<file path="config.mk">
export PLATFORM = sky130hd
export DESIGN_NAME = block_chain_free_list_manager
export DESIGN_NICKNAME = d
export VERILOG_FILES = /design/src/sv/bcfl_pkg.sv /design/src/sv/bcfl_dpath.sv /design/src/sv/bcfl_ctrl.sv /design/src/sv/block_chain_free_list_manager.sv
export SDC_FILE = /design/constraint.sdc
export NUM_CORES = 2
export LEC_CHECK = 0
export ABC_AREA = 1
export BUFFER_PORTS_ARGS = -buffer_cell sky130_fd_sc_hd__buf_2
export CORE_UTILIZATION = 50
export DETAILED_ROUTE_END_ITERATION = 7
export PLACE_DENSITY = 0.68
export SLEW_MARGIN = 20
export SYNTH_ARGS = -nofsm -noshare
export SYNTH_HDL_FRONTEND = slang
export SYNTH_SLANG_ARGS = --single-unit
</file>
<file path="constraint.sdc">
create_clock -name clk -period 10.8 [get_ports clk]
set_input_delay 0.54 -clock clk [delete_from_list [all_inputs] [get_ports clk]]
set_output_delay 0.54 -clock clk [all_outputs]
set_load 0.05 [all_outputs]
</file>
<file path="src/sv/bcfl_pkg.sv">
`timescale 1ns / 1ps

package bcfl_pkg;

  localparam int BLOCK_COUNT_DEF = 256;
  localparam int FIRST_FREE      = 2;

  localparam int FUNC_W   = 3;
  localparam int BLOCK_W  = 8;
  localparam int NEED_W   = 9;
  localparam int STATUS_W = 2;

  localparam logic [FUNC_W-1:0] FN_FORMAT     = 3'd0;
  localparam logic [FUNC_W-1:0] FN_ALLOCATE   = 3'd1;
  localparam logic [FUNC_W-1:0] FN_FIND_LAST  = 3'd2;
  localparam logic [FUNC_W-1:0] FN_FREE_CHAIN = 3'd3;
  localparam logic [FUNC_W-1:0] FN_NEXT_OF    = 3'd4;
  localparam logic [FUNC_W-1:0] FN_COUNT_FREE = 3'd5;

  localparam logic [STATUS_W-1:0] ST_OK       = 2'd0;
  localparam logic [STATUS_W-1:0] ST_NOSPACE  = 2'd1;
  localparam logic [STATUS_W-1:0] ST_CHAINERR = 2'd2;

  typedef enum logic [3:0] {
    S_IDLE,
    S_DISPATCH,
    S_FMT,
    S_ALLOC_RD,
    S_ALLOC_WR,
    S_ALLOC_LINK,
    S_WALK_RD,
    S_WALK_CHK,
    S_FREE_LINK,
    S_NEXT_RD,
    S_NEXT_DONE,
    S_CNT_CHK,
    S_CNT_NXT
  } state_t;

  typedef enum logic [2:0] {
    CUR_HOLD,
    CUR_ZERO,
    CUR_BLK,
    CUR_HEAD,
    CUR_RDATA,
    CUR_INC
  } cur_sel_t;

  typedef enum logic [1:0] {
    HEAD_HOLD,
    HEAD_FMT,
    HEAD_RDATA,
    HEAD_BLK
  } head_sel_t;

  typedef enum logic {
    WA_CUR,
    WA_BLK
  } waddr_sel_t;

  typedef enum logic [1:0] {
    WD_FMT,
    WD_ZERO,
    WD_CUR,
    WD_HEAD
  } wdata_sel_t;

  typedef enum logic [1:0] {
    RES_ZERO,
    RES_CUR,
    RES_RDATA
  } res_sel_t;

  typedef struct packed {
    logic                capture;
    cur_sel_t            cur_sel;
    logic                steps_clr;
    logic                steps_inc;
    logic                found_clr;
    logic                found_inc;
    logic                rd_en;
    logic                wr_en;
    waddr_sel_t          waddr_sel;
    wdata_sel_t          wdata_sel;
    head_sel_t           head_sel;
    logic                out_en;
    res_sel_t            res_sel;
    logic                out_found;
    logic [STATUS_W-1:0] out_status;
  } cmd_t;

  typedef struct packed {
    logic [FUNC_W-1:0] op;
    logic              blk_ok;
    logic              head_ok;
    logic              link_zero;
    logic              steps_max;
    logic              cnt_more;
    logic              found_max;
    logic              found_short;
    logic              fmt_end;
  } stat_t;

endpackage

</file>
<file path="src/sv/bcfl_dpath.sv">
`timescale 1ns / 1ps

module bcfl_dpath #(
  parameter int BLOCK_COUNT = bcfl_pkg::BLOCK_COUNT_DEF
) (
  input  logic                              clk,
  input  logic                              rst,
  input  logic [bcfl_pkg::FUNC_W-1:0]       func,
  input  logic [bcfl_pkg::BLOCK_W-1:0]      block,
  input  logic [bcfl_pkg::NEED_W-1:0]       need,
  input  bcfl_pkg::cmd_t                    cmd,
  output bcfl_pkg::stat_t                   stat,
  output logic                              done,
  output logic [bcfl_pkg::BLOCK_W-1:0]      result_block,
  output logic [bcfl_pkg::NEED_W-1:0]       free_found,
  output logic [bcfl_pkg::STATUS_W-1:0]     status
);

  localparam int AW = $clog2(BLOCK_COUNT);
  localparam int SW = AW + 1;
  localparam int XW = (SW > bcfl_pkg::BLOCK_W) ? SW : bcfl_pkg::BLOCK_W;
  localparam int CW = (SW > bcfl_pkg::NEED_W) ? SW : bcfl_pkg::NEED_W;
  localparam logic [AW-1:0] LAST_BLK   = AW'(BLOCK_COUNT - 1);
  localparam logic [AW-1:0] FIRST_BLK  = AW'(bcfl_pkg::FIRST_FREE);
  localparam logic [XW-1:0] FIRST_BLKX = XW'(bcfl_pkg::FIRST_FREE);
  localparam logic [XW-1:0] COUNT_X    = XW'(BLOCK_COUNT);
  localparam logic [SW-1:0] COUNT_S    = SW'(BLOCK_COUNT);
  localparam logic [CW-1:0] COUNT_C    = CW'(BLOCK_COUNT);

  logic [AW-1:0] mem [BLOCK_COUNT];
  logic [AW-1:0] rdata;

  logic [bcfl_pkg::FUNC_W-1:0]  op;
  logic [bcfl_pkg::BLOCK_W-1:0] blk;
  logic [bcfl_pkg::NEED_W-1:0]  need_q;
  logic [AW-1:0]                cur;
  logic [AW-1:0]                cur_next;
  logic [AW-1:0]                free_head;
  logic [AW-1:0]                free_head_next;
  logic [SW-1:0]                steps;
  logic [bcfl_pkg::NEED_W-1:0]  found;

  logic [XW-1:0] blk_x;
  logic [AW-1:0] blk_a;
  logic [AW-1:0] waddr;
  logic [AW-1:0] wdata;
  logic [AW-1:0] fmt_val;
  logic [AW-1:0] res_a;
  logic [XW-1:0] res_x;

  assign blk_x   = XW'(blk);
  assign blk_a   = blk_x[AW-1:0];
  assign fmt_val = (cur < FIRST_BLK || cur == LAST_BLK) ? '0 : cur + 1'b1;

  always_comb begin
    case (cmd.cur_sel)
      bcfl_pkg::CUR_ZERO:  cur_next = '0;
      bcfl_pkg::CUR_BLK:   cur_next = blk_a;
      bcfl_pkg::CUR_HEAD:  cur_next = free_head;
      bcfl_pkg::CUR_RDATA: cur_next = rdata;
      bcfl_pkg::CUR_INC:   cur_next = cur + 1'b1;
      default:             cur_next = cur;
    endcase
  end

  always_comb begin
    case (cmd.head_sel)
      bcfl_pkg::HEAD_FMT:   free_head_next = FIRST_BLK;
      bcfl_pkg::HEAD_RDATA: free_head_next = rdata;
      bcfl_pkg::HEAD_BLK:   free_head_next = blk_a;
      default:              free_head_next = free_head;
    endcase
  end

  always_comb begin
    waddr = (cmd.waddr_sel == bcfl_pkg::WA_BLK) ? blk_a : cur;
    case (cmd.wdata_sel)
      bcfl_pkg::WD_FMT:  wdata = fmt_val;
      bcfl_pkg::WD_CUR:  wdata = cur;
      bcfl_pkg::WD_HEAD: wdata = free_head;
      default:           wdata = '0;
    endcase
  end

  always_comb begin
    case (cmd.res_sel)
      bcfl_pkg::RES_CUR:   res_a = cur;
      bcfl_pkg::RES_RDATA: res_a = rdata;
      default:             res_a = '0;
    endcase
    res_x = XW'(res_a);
  end

  always_ff @(posedge clk) begin
    if (cmd.wr_en) begin
      mem[waddr] <= wdata;
    end
    if (cmd.rd_en) begin
      rdata <= mem[cur];
    end
  end

  always_ff @(posedge clk) begin
    if (cmd.capture) begin
      op     <= func;
      blk    <= block;
      need_q <= need;
    end
    cur <= cur_next;
    if (cmd.steps_clr) begin
      steps <= '0;
    end else if (cmd.steps_inc) begin
      steps <= steps + 1'b1;
    end
    if (cmd.found_clr) begin
      found <= '0;
    end else if (cmd.found_inc) begin
      found <= found + 1'b1;
    end
    if (cmd.out_en) begin
      result_block <= res_x[bcfl_pkg::BLOCK_W-1:0];
      free_found   <= cmd.out_found ? found : '0;
      status       <= cmd.out_status;
    end
  end

  always_ff @(posedge clk) begin
    if (rst) begin
      free_head <= '0;
      done      <= 1'b0;
    end else begin
      free_head <= free_head_next;
      done      <= cmd.out_en;
    end
  end

  always_comb begin
    stat.op          = op;
    stat.blk_ok      = (blk_x >= FIRST_BLKX) && (blk_x < COUNT_X);
    stat.head_ok     = (free_head >= FIRST_BLK);
    stat.link_zero   = (rdata == '0);
    stat.steps_max   = (steps >= COUNT_S);
    stat.cnt_more    = (found < need_q) && (cur != '0);
    stat.found_max   = (CW'(found) >= COUNT_C);
    stat.found_short = (found < need_q);
    stat.fmt_end     = (cur == LAST_BLK);
  end

endmodule

</file>
<file path="src/sv/bcfl_ctrl.sv">
`timescale 1ns / 1ps

module bcfl_ctrl (
  input  logic            clk,
  input  logic            rst,
  input  logic            start,
  input  bcfl_pkg::stat_t stat,
  output bcfl_pkg::cmd_t  cmd,
  output logic            busy
);

  bcfl_pkg::state_t state;
  bcfl_pkg::state_t state_next;

  always_ff @(posedge clk) begin
    if (rst) begin
      state <= bcfl_pkg::S_IDLE;
    end else begin
      state <= state_next;
    end
  end

  assign busy = (state != bcfl_pkg::S_IDLE);

  always_comb begin
    cmd        = '0;
    state_next = state;
    case (state)
      bcfl_pkg::S_IDLE: begin
        if (start) begin
          cmd.capture = 1'b1;
          state_next  = bcfl_pkg::S_DISPATCH;
        end
      end

      bcfl_pkg::S_DISPATCH: begin
        case (stat.op)
          bcfl_pkg::FN_FORMAT: begin
            cmd.cur_sel = bcfl_pkg::CUR_ZERO;
            state_next  = bcfl_pkg::S_FMT;
          end
          bcfl_pkg::FN_ALLOCATE: begin
            if (stat.head_ok) begin
              cmd.cur_sel = bcfl_pkg::CUR_HEAD;
              state_next  = bcfl_pkg::S_ALLOC_RD;
            end else begin
              cmd.out_en     = 1'b1;
              cmd.out_status = bcfl_pkg::ST_NOSPACE;
              state_next     = bcfl_pkg::S_IDLE;
            end
          end
          bcfl_pkg::FN_FIND_LAST, bcfl_pkg::FN_FREE_CHAIN: begin
            if (stat.blk_ok) begin
              cmd.cur_sel   = bcfl_pkg::CUR_BLK;
              cmd.steps_clr = 1'b1;
              state_next    = bcfl_pkg::S_WALK_RD;
            end else begin
              cmd.out_en = 1'b1;
              state_next = bcfl_pkg::S_IDLE;
            end
          end
          bcfl_pkg::FN_NEXT_OF: begin
            if (stat.blk_ok) begin
              cmd.cur_sel = bcfl_pkg::CUR_BLK;
              state_next  = bcfl_pkg::S_NEXT_RD;
            end else begin
              cmd.out_en = 1'b1;
              state_next = bcfl_pkg::S_IDLE;
            end
          end
          bcfl_pkg::FN_COUNT_FREE: begin
            cmd.cur_sel   = bcfl_pkg::CUR_HEAD;
            cmd.found_clr = 1'b1;
            state_next    = bcfl_pkg::S_CNT_CHK;
          end
          default: begin
            cmd.out_en = 1'b1;
            state_next = bcfl_pkg::S_IDLE;
          end
        endcase
      end

      bcfl_pkg::S_FMT: begin
        cmd.wr_en     = 1'b1;
        cmd.wdata_sel = bcfl_pkg::WD_FMT;
        if (stat.fmt_end) begin
          cmd.head_sel = bcfl_pkg::HEAD_FMT;
          cmd.out_en   = 1'b1;
          state_next   = bcfl_pkg::S_IDLE;
        end else begin
          cmd.cur_sel = bcfl_pkg::CUR_INC;
        end
      end

      bcfl_pkg::S_ALLOC_RD: begin
        cmd.rd_en  = 1'b1;
        state_next = bcfl_pkg::S_ALLOC_WR;
      end

      bcfl_pkg::S_ALLOC_WR: begin
        cmd.head_sel  = bcfl_pkg::HEAD_RDATA;
        cmd.wr_en     = 1'b1;
        cmd.wdata_sel = bcfl_pkg::WD_ZERO;
        if (stat.blk_ok) begin
          state_next = bcfl_pkg::S_ALLOC_LINK;
        end else begin
          cmd.out_en  = 1'b1;
          cmd.res_sel = bcfl_pkg::RES_CUR;
          state_next  = bcfl_pkg::S_IDLE;
        end
      end

      bcfl_pkg::S_ALLOC_LINK: begin
        cmd.wr_en     = 1'b1;
        cmd.waddr_sel = bcfl_pkg::WA_BLK;
        cmd.wdata_sel = bcfl_pkg::WD_CUR;
        cmd.out_en    = 1'b1;
        cmd.res_sel   = bcfl_pkg::RES_CUR;
        state_next    = bcfl_pkg::S_IDLE;
      end

      bcfl_pkg::S_WALK_RD: begin
        cmd.rd_en  = 1'b1;
        state_next = bcfl_pkg::S_WALK_CHK;
      end

      bcfl_pkg::S_WALK_CHK: begin
        if (stat.link_zero) begin
          if (stat.op == bcfl_pkg::FN_FREE_CHAIN) begin
            state_next = bcfl_pkg::S_FREE_LINK;
          end else begin
            cmd.out_en  = 1'b1;
            cmd.res_sel = bcfl_pkg::RES_CUR;
            state_next  = bcfl_pkg::S_IDLE;
          end
        end else if (stat.steps_max) begin
          cmd.out_en     = 1'b1;
          cmd.out_status = bcfl_pkg::ST_CHAINERR;
          state_next     = bcfl_pkg::S_IDLE;
        end else begin
          cmd.cur_sel   = bcfl_pkg::CUR_RDATA;
          cmd.steps_inc = 1'b1;
          state_next    = bcfl_pkg::S_WALK_RD;
        end
      end

      bcfl_pkg::S_FREE_LINK: begin
        cmd.wr_en     = 1'b1;
        cmd.wdata_sel = bcfl_pkg::WD_HEAD;
        cmd.head_sel  = bcfl_pkg::HEAD_BLK;
        cmd.out_en    = 1'b1;
        state_next    = bcfl_pkg::S_IDLE;
      end

      bcfl_pkg::S_NEXT_RD: begin
        cmd.rd_en  = 1'b1;
        state_next = bcfl_pkg::S_NEXT_DONE;
      end

      bcfl_pkg::S_NEXT_DONE: begin
        cmd.out_en  = 1'b1;
        cmd.res_sel = bcfl_pkg::RES_RDATA;
        state_next  = bcfl_pkg::S_IDLE;
      end

      bcfl_pkg::S_CNT_CHK: begin
        if (stat.cnt_more) begin
          if (stat.found_max) begin
            cmd.out_en     = 1'b1;
            cmd.out_status = bcfl_pkg::ST_CHAINERR;
            state_next     = bcfl_pkg::S_IDLE;
          end else begin
            cmd.found_inc = 1'b1;
            cmd.rd_en     = 1'b1;
            state_next    = bcfl_pkg::S_CNT_NXT;
          end
        end else begin
          cmd.out_en     = 1'b1;
          cmd.out_found  = 1'b1;
          cmd.out_status = stat.found_short ? bcfl_pkg::ST_NOSPACE : bcfl_pkg::ST_OK;
          state_next     = bcfl_pkg::S_IDLE;
        end
      end

      bcfl_pkg::S_CNT_NXT: begin
        cmd.cur_sel = bcfl_pkg::CUR_RDATA;
        state_next  = bcfl_pkg::S_CNT_CHK;
      end

      default: begin
        state_next = bcfl_pkg::S_IDLE;
      end
    endcase
  end

endmodule

</file>
<file path="src/sv/block_chain_free_list_manager.sv">
`timescale 1ns / 1ps

// Channel   Handshake             Payload
// -------   --------------------  ----------------------------------
// command   start, busy           func, block, need
// result    done (one-cycle)      result_block, free_found, status
//
// One transaction at a time; busy drops as the result is registered, so a new command
// can be accepted in the cycle where done is high.
// Each transaction steps through the next-block table one entry at a time: format writes
//   every entry, find_last, free_chain and count_free follow links, allocate and next_of
//   read one link; an unusable block, an empty list on allocate or a spare code ends at dispatch.
// Synchronous reset empties the free list; table contents stay unknown until format.
// The receiver cannot stall: done is high for exactly one cycle per result.

module block_chain_free_list_manager #(
  parameter int BLOCK_COUNT = bcfl_pkg::BLOCK_COUNT_DEF
) (
  input  logic                          clk,
  input  logic                          rst,
  input  logic                          start,
  output logic                          busy,
  input  logic [bcfl_pkg::FUNC_W-1:0]   func,
  input  logic [bcfl_pkg::BLOCK_W-1:0]  block,
  input  logic [bcfl_pkg::NEED_W-1:0]   need,
  output logic                          done,
  output logic [bcfl_pkg::BLOCK_W-1:0]  result_block,
  output logic [bcfl_pkg::NEED_W-1:0]   free_found,
  output logic [bcfl_pkg::STATUS_W-1:0] status
);

  bcfl_pkg::cmd_t  cmd;
  bcfl_pkg::stat_t stat;

  bcfl_ctrl u_ctrl (
    .clk   (clk),
    .rst   (rst),
    .start (start),
    .stat  (stat),
    .cmd   (cmd),
    .busy  (busy)
  );

  bcfl_dpath #(
    .BLOCK_COUNT (BLOCK_COUNT)
  ) u_dpath (
    .clk          (clk),
    .rst          (rst),
    .func         (func),
    .block        (block),
    .need         (need),
    .cmd          (cmd),
    .stat         (stat),
    .done         (done),
    .result_block (result_block),
    .free_found   (free_found),
    .status       (status)
  );

endmodule
</file>
### Word level (Yosys, flattened, before mapping)

Memory sizes are Yosys's and may differ from the RTL's. A register that Yosys moved wholly into a read port is not among the register bits.
Cells that the tools add are included.

* memories: 1
* memory bits (writable): 2048
* logic and storage cells: 141
* flip-flop bits (word level): 78

* reduce and logical (&&, ||, !) cells: 18
* magnitude comparators: 7
* eq/ne operators: 32
* add/sub/neg operators: 3
* multiplexer cells: 68

Memories
* u_dpath.mem: depth 256, width 8, read ports 1, clocked after Yosys merged registers in 1, wr ports 1, line bcfl_dpath.sv:30 `logic [AW-1:0] mem [BLOCK_COUNT];`

Operators with widths (number)
* case mux 8 bit (3 select lines): 2
* case mux 4 bit (10 select lines): 1
* case mux 8 bit (5 select lines): 1
* 2-to-1 mux 4 bit: 7
* 2-to-1 mux 1 bit: 24
* 2-to-1 mux 2 bit: 12
* 2-to-1 mux 3 bit: 8
* equality test 4 bit (second input constant): 5
* case mux 4 bit (5 select lines): 1
* adder 9 x 1 -> 9 bit (second input constant): 2
* greater-or-equal comparator 9 bit (second input constant): 2
* case mux 2 bit (3 select lines): 3
* equality test 4 x 3 -> 1 bit (second input constant): 4
* greater-or-equal comparator 8 x 2 -> 1 bit (second input constant): 2
* 2-to-1 mux 8 bit: 2
* case mux 8 bit (2 select lines): 1
* case mux 3 bit (5 select lines): 1
* equality test 3 x 2 -> 1 bit (second input constant): 4
* equality test 3 bit (second input constant): 4
* case mux 3 bit (4 select lines): 1
* equality test 2 bit (second input constant): 5
* less-than comparator 8 x 9 -> 1 bit (second input constant): 1
* less-than comparator 9 bit: 1
* OR reduction 3 bit: 3
* 25 further kinds: 31

### Depth between registers and ports, before layout

* depth after elaboration: 7
* gate-level depth with buffers: 17
* mapped depth without buffers: 13

### Hierarchy

A second synthesis with hierarchy kept.

* cell total of the unflattened synthesis: 8637
* area, all modules: 91112.4 µm²

Modules (own cells, without submodules)
* bcfl_dpath: instances 1, area each 90495.5 µm², cells an instance 8513, sequential area each 63691.1 µm²
* bcfl_ctrl: instances 1, area each 616.8 µm², cells an instance 124, sequential area each 80.1 µm²

### Worst setup path before layout

OpenSTA, ideal clock, no wires.

* path type: register -> register
* start: reg u_dpath.cur[0]
* end: mem u_dpath.mem[0][5] in the netlist's numbering, data pin
* setup slack: 0.405 ns
* clock period less this slack: 10.395 ns
* data required time: 9.171 ns
* cell stages (with the launch flop): 10
* buffers on the path: 4
* data arrival time: 8.766 ns
* cell sequence: edfxtp_1 -> buf_2 -> inv_2 -> buf_4 -> buf_2 -> buf_2 -> nor3_1 -> nand3_1 -> xor2_1 -> o221ai_1

* word-level cells in the longest chain between the ends: 4

RTL lines
* from (decl): line bcfl_dpath.sv:36 `logic [AW-1:0] cur;`
* from (signal assigned): line bcfl_dpath.sv:109 `cur <= cur_next;`
* less-than comparator 8 x 2 -> 1 bit / equality test 8 bit (equally long branches): line bcfl_dpath.sv:53 `assign fmt_val = (cur < FIRST_BLK || cur == LAST_BLK) ? '0 : cur + 1'b1;`
* logical OR 1 bit: line bcfl_dpath.sv:53
* 2-to-1 mux 8 bit *: line bcfl_dpath.sv:53
* case mux 8 bit (3 select lines) *: line bcfl_dpath.sv:77 `case (cmd.wdata_sel)`
* via u_dpath.wdata[5]: line bcfl_dpath.sv:46 `logic [AW-1:0] wdata;`
* to (decl): line bcfl_dpath.sv:30

The timed path passes the listed nets; every way through them passes the cells marked *.

### Final worst setup path

* start: reg u_dpath.cur[6]
* end: mem u_dpath.mem[28][0] in the netlist's numbering, data pin

* word-level cells in the longest chain between the ends: 4

RTL lines (line)
* less-than comparator 8 x 2 -> 1 bit / equality test 8 bit (equally long branches): bcfl_dpath.sv:53
* logical OR 1 bit *: bcfl_dpath.sv:53
* 2-to-1 mux 8 bit *: bcfl_dpath.sv:53
* case mux 8 bit (3 select lines) *: bcfl_dpath.sv:77
* via u_dpath.wdata[0]: bcfl_dpath.sv:46

Marked as above.

==> impl_metrics.yaml <==
cts:
  clock_path_buffers: 3
  hold_buffers: 20
  cts_setup_buffers: 0
  cts_buffers: 212
  clock_latency_ps: 850
  cts-root-buf: "clkbuf_16"
  clkTransAtPathRegs_ps: 60
  cts_num_sinks: 2134
  cts_htree_levels: 4
  tritoncts: "built"
  cts_resized: 0
min_path:
  hold_end: "u_ctrl.state[2]$_SDFFE_PP0P_"
  hold_start: "rst"
  min_path_type: "input pin to flop"
  min_path_cells: 2
final_layout:
  area_growth_pct: 10.4
  stdcell_count: 10600
  final_net_count: 8122
  drive_above_1_share_pct: 6.51
  fillers: 14400
  fin_area_mm2: 0.0989
  final_util_pct: 55.8
floorplanning:
  rows: 154
  io_pins: 44
  coreArea_mm2: 0.177
  die_w_um: 425
  initial_core_util_pct: 50.6
  die_height_um: 425
  die-area_mm2: 0.181
run_status:
  status: "completed"
power:
  swShare_pct: 38.9
  power.total_mw: 28.9
  power_density_mw_per_mm2: 292
  p_seq_share_pct: 39.2
  p_comb_share_pct: 34.9
  p_int_mw: 17.6
  power_switching_mw: 11.2
  clockPowerShare_pct: 25.9
  ir_worst_vdd_uv: 396
  leakagePower_nw: 35.7
timing:
  grt_setup_unrepaired: "false"
  slew_headroom_pct: 19.4
  finClkSkew_ps: 35.8
  max_clock_freq_mhz: 185
  layout_min_cycle_time_ps: 5400
  hold_ws_ps: 56.3
  setup_viol: 0
  hold_viol_final: 0
  tightestPinTransition_ps: 1210
  drv_slew: 0
  worst_slack_ps: 5400
  setup_tns_ps: 0
  fin_crit_sh_pct: 50.0
synth:
  syn_nets: 8247
  yosys_warnings: 0
  yosysMostFrequentCell: "edfxtp_1"
  synth_top_cell_area_share_pct: 70.5
  yosys.area.top_type: "edfxtp_1"
  synth_edf_count: 2103
  synth_seq_area_share_pct: 71.2
  synth_area_leaders: "edfxtp_1 71%, nand2_1 8.1%, nor2_1 6.6%, nand3_1 4.1%, o21ai_0 3.2%"
  ys_ff_latch: 2134
  synth_area_per_cell_um2: 10.9
  netlist_area_mm2: 0.0896
  synth_common_cells: "2103 x edfxtp_1, 1934 x nand2_1, 1569 x nor2_1"
  synthFlopType: "edfxtp_1"
  syn_inst: 8208
  async_flop_share_pct: 0
  synth_cell_type_count: 46
critical_path:
  worstSetupEndpointType: "flop"
  crit_required_ps: 11330
  r2r-start: "u_dpath.cur[6]$_DFFE_PP_"
  r2r_end: "u_dpath.mem[28][0]$_DFFE_PP_"
  cp.arrival_ps: 5930
  setup.worst_path.class: "flop to flop"
  cp-start-kind: "flop"
  r2r_slack_ps: 5400
  crit_path_cell_trace: "inv_1, nand4_1, nor3_1, nor3_1, o21bai_1, nand2_4, buf_4, buf_4"
  crit_slowest_cell: "edfxtp_1"
  critical_path.max_stage_delay_ps: 970
  r2r_cells: 8
  cp_max_fo: 83
drt:
  viasPerCell: 5.69
  ant_nets: 0
  wire_per_inst_um: 22.6
  drc_errors: 0
  drt_iter0_drc: 7666
  route.vias.total: 60300
  dr.pass1.iters: 8
  wirelength_um: 240000
job:
  drv_cap: 0
place:
  dpl.cell_count: 10200
  place_congestion: 0.910
  port_buffers: 43
  pre_cts_ws_ps: 5580
  placement.cell_area_mm2: 0.0916
  hpwl_um: 132000
global_route:
  track_usage_pct: 26.3
  first_global_vias: 57400
  grt_overflow: 0
  antenna_found_initial: 3
  grt_max_degree: 199
  grt_pass1_wl_um: 359000
-- area by class of cell --
type | count | area (um^2) | area share (%)
clock buffer | 273 | 5590 | 5.65
inverter | 389 | 1480 | 1.50
multi-input combinational | 5201 | 22500 | 22.7
timing repair buffer | 145 | 1190 | 1.20
sequential | 2134 | 63800 | 64.5
clock inverter | 118 | 1440 | 1.46
tap | 2340 | 2930 | 2.96
antenna | 1 | 2.50 | 0.00253
-- metal layers --
| layer | vias up | global-route usage [%] | share of wire, % |
|---|---|---|---|
| met3 | 515 | 4.66 | 9.0 |
| met4 | 2 | 11.6 | 4.5 |
| li1 | 27700 | - | - |
| met2 | 2932 | 41.7 | 47 |
| met5 | - | 0 | 0.0058 |
| met1 | 29200 | 35.7 | 40 |
-- registers in the layout, summed over array words and instances, names as in the netlist --
register	cells
u_dpath.mem	2048
u_dpath.found	9
u_dpath.free_found	9
u_dpath.need_q	9
u_dpath.steps	9
u_dpath.blk	8
u_dpath.cur	8
u_dpath.free_head	8
u_dpath.rdata	8
u_dpath.result_block	8
u_ctrl.state	4
u_dpath.op	3
u_dpath.status	2
u_dpath.done	1
-- cell families (layout without fill, tap and decap cells) --
logic type / count (synthesis) / after routing / synth area share, %
AND/OR/NAND/NOR: 4368 / 4368 / 19.9
adder cells (fa/ha/maj): 16 / 16 / 0.224
flip-flops: 2134 / 2134 / 71.2
AO/OA/AOI/OAI: 804 / 804 / 4.71
other: 0 / 1 / 0
buffers and inverters: 873 / 925 / 3.86
XOR/XNOR: 13 / 13 / 0.127
-- power groups by stage --
| stage | combinational [mW] | sequential [mW] | clock [mW] |
|---|---|---|---|
| 2_1_floorplan | 5.89 | 12.6 | 0 |
| 3_3_place_gp | 9.71 | 11.5 | 0 |
| 3_5_place_dp | 9.87 | 11.5 | 0 |
| 4_1_cts | 9.91 | 11.3 | 7.54 |
| 5_1_grt | 10.8 | 11.3 | 7.85 |
| 6_report | 10.1 | 11.3 | 7.48 |
-- worst max-delay path by stage --
stage | start | end | slack (ps)
finish | u_dpath.cur[6]$_DFFE_PP_ | u_dpath.mem[28][0]$_DFFE_PP_ | 5400
global route | u_dpath.cur[6]$_DFFE_PP_ | u_dpath.mem[28][0]$_DFFE_PP_ | 5180
CTS | u_dpath.cur[6]$_DFFE_PP_ | u_dpath.mem[28][0]$_DFFE_PP_ | 5560
detailed placement | u_dpath.cur[6]$_DFFE_PP_ | u_dpath.mem[10][0]$_DFFE_PP_ | 5580
global placement | u_dpath.cur[0]$_DFFE_PP_ | u_dpath.rdata[2]$_DFFE_PP_ | 5720
floorplan | u_dpath.cur[0]$_DFFE_PP_ | u_dpath.mem[0][5]$_DFFE_PP_ | 410
-- layout by cell type, fill, tap and decap left out, drive strengths merged, types with 16 or more instances in the layout --
master       synthesis  final
o21ai              578    578
buf                215    125
or2                 68     68
nand4               34     34
nor3                19     19
o211ai              31     31
dlygate4sd3          0     20
edfxtp            2103   2103
a21oi              164    164
dfxtp               31     31
nor2              1576   1576
bufinv               0     28
nand2             1936   1936
inv                385    397
clkinv               4     76
nand3              732    732
clkbuf             269    273
ha                  16     16
-- worst max-delay path, delay by kind of cell (launching register included) --
| family | cells | cell delay (ps) |
|---|---|---|
| AOI/OAI and AO/OA | 1 | 170 |
| buffers and inverters | 3 | 2320 |
| DFF | 1 | 970 |
| and+or+nand+nor | 4 | 1490 |
Power figures use the tool's default switching activity.
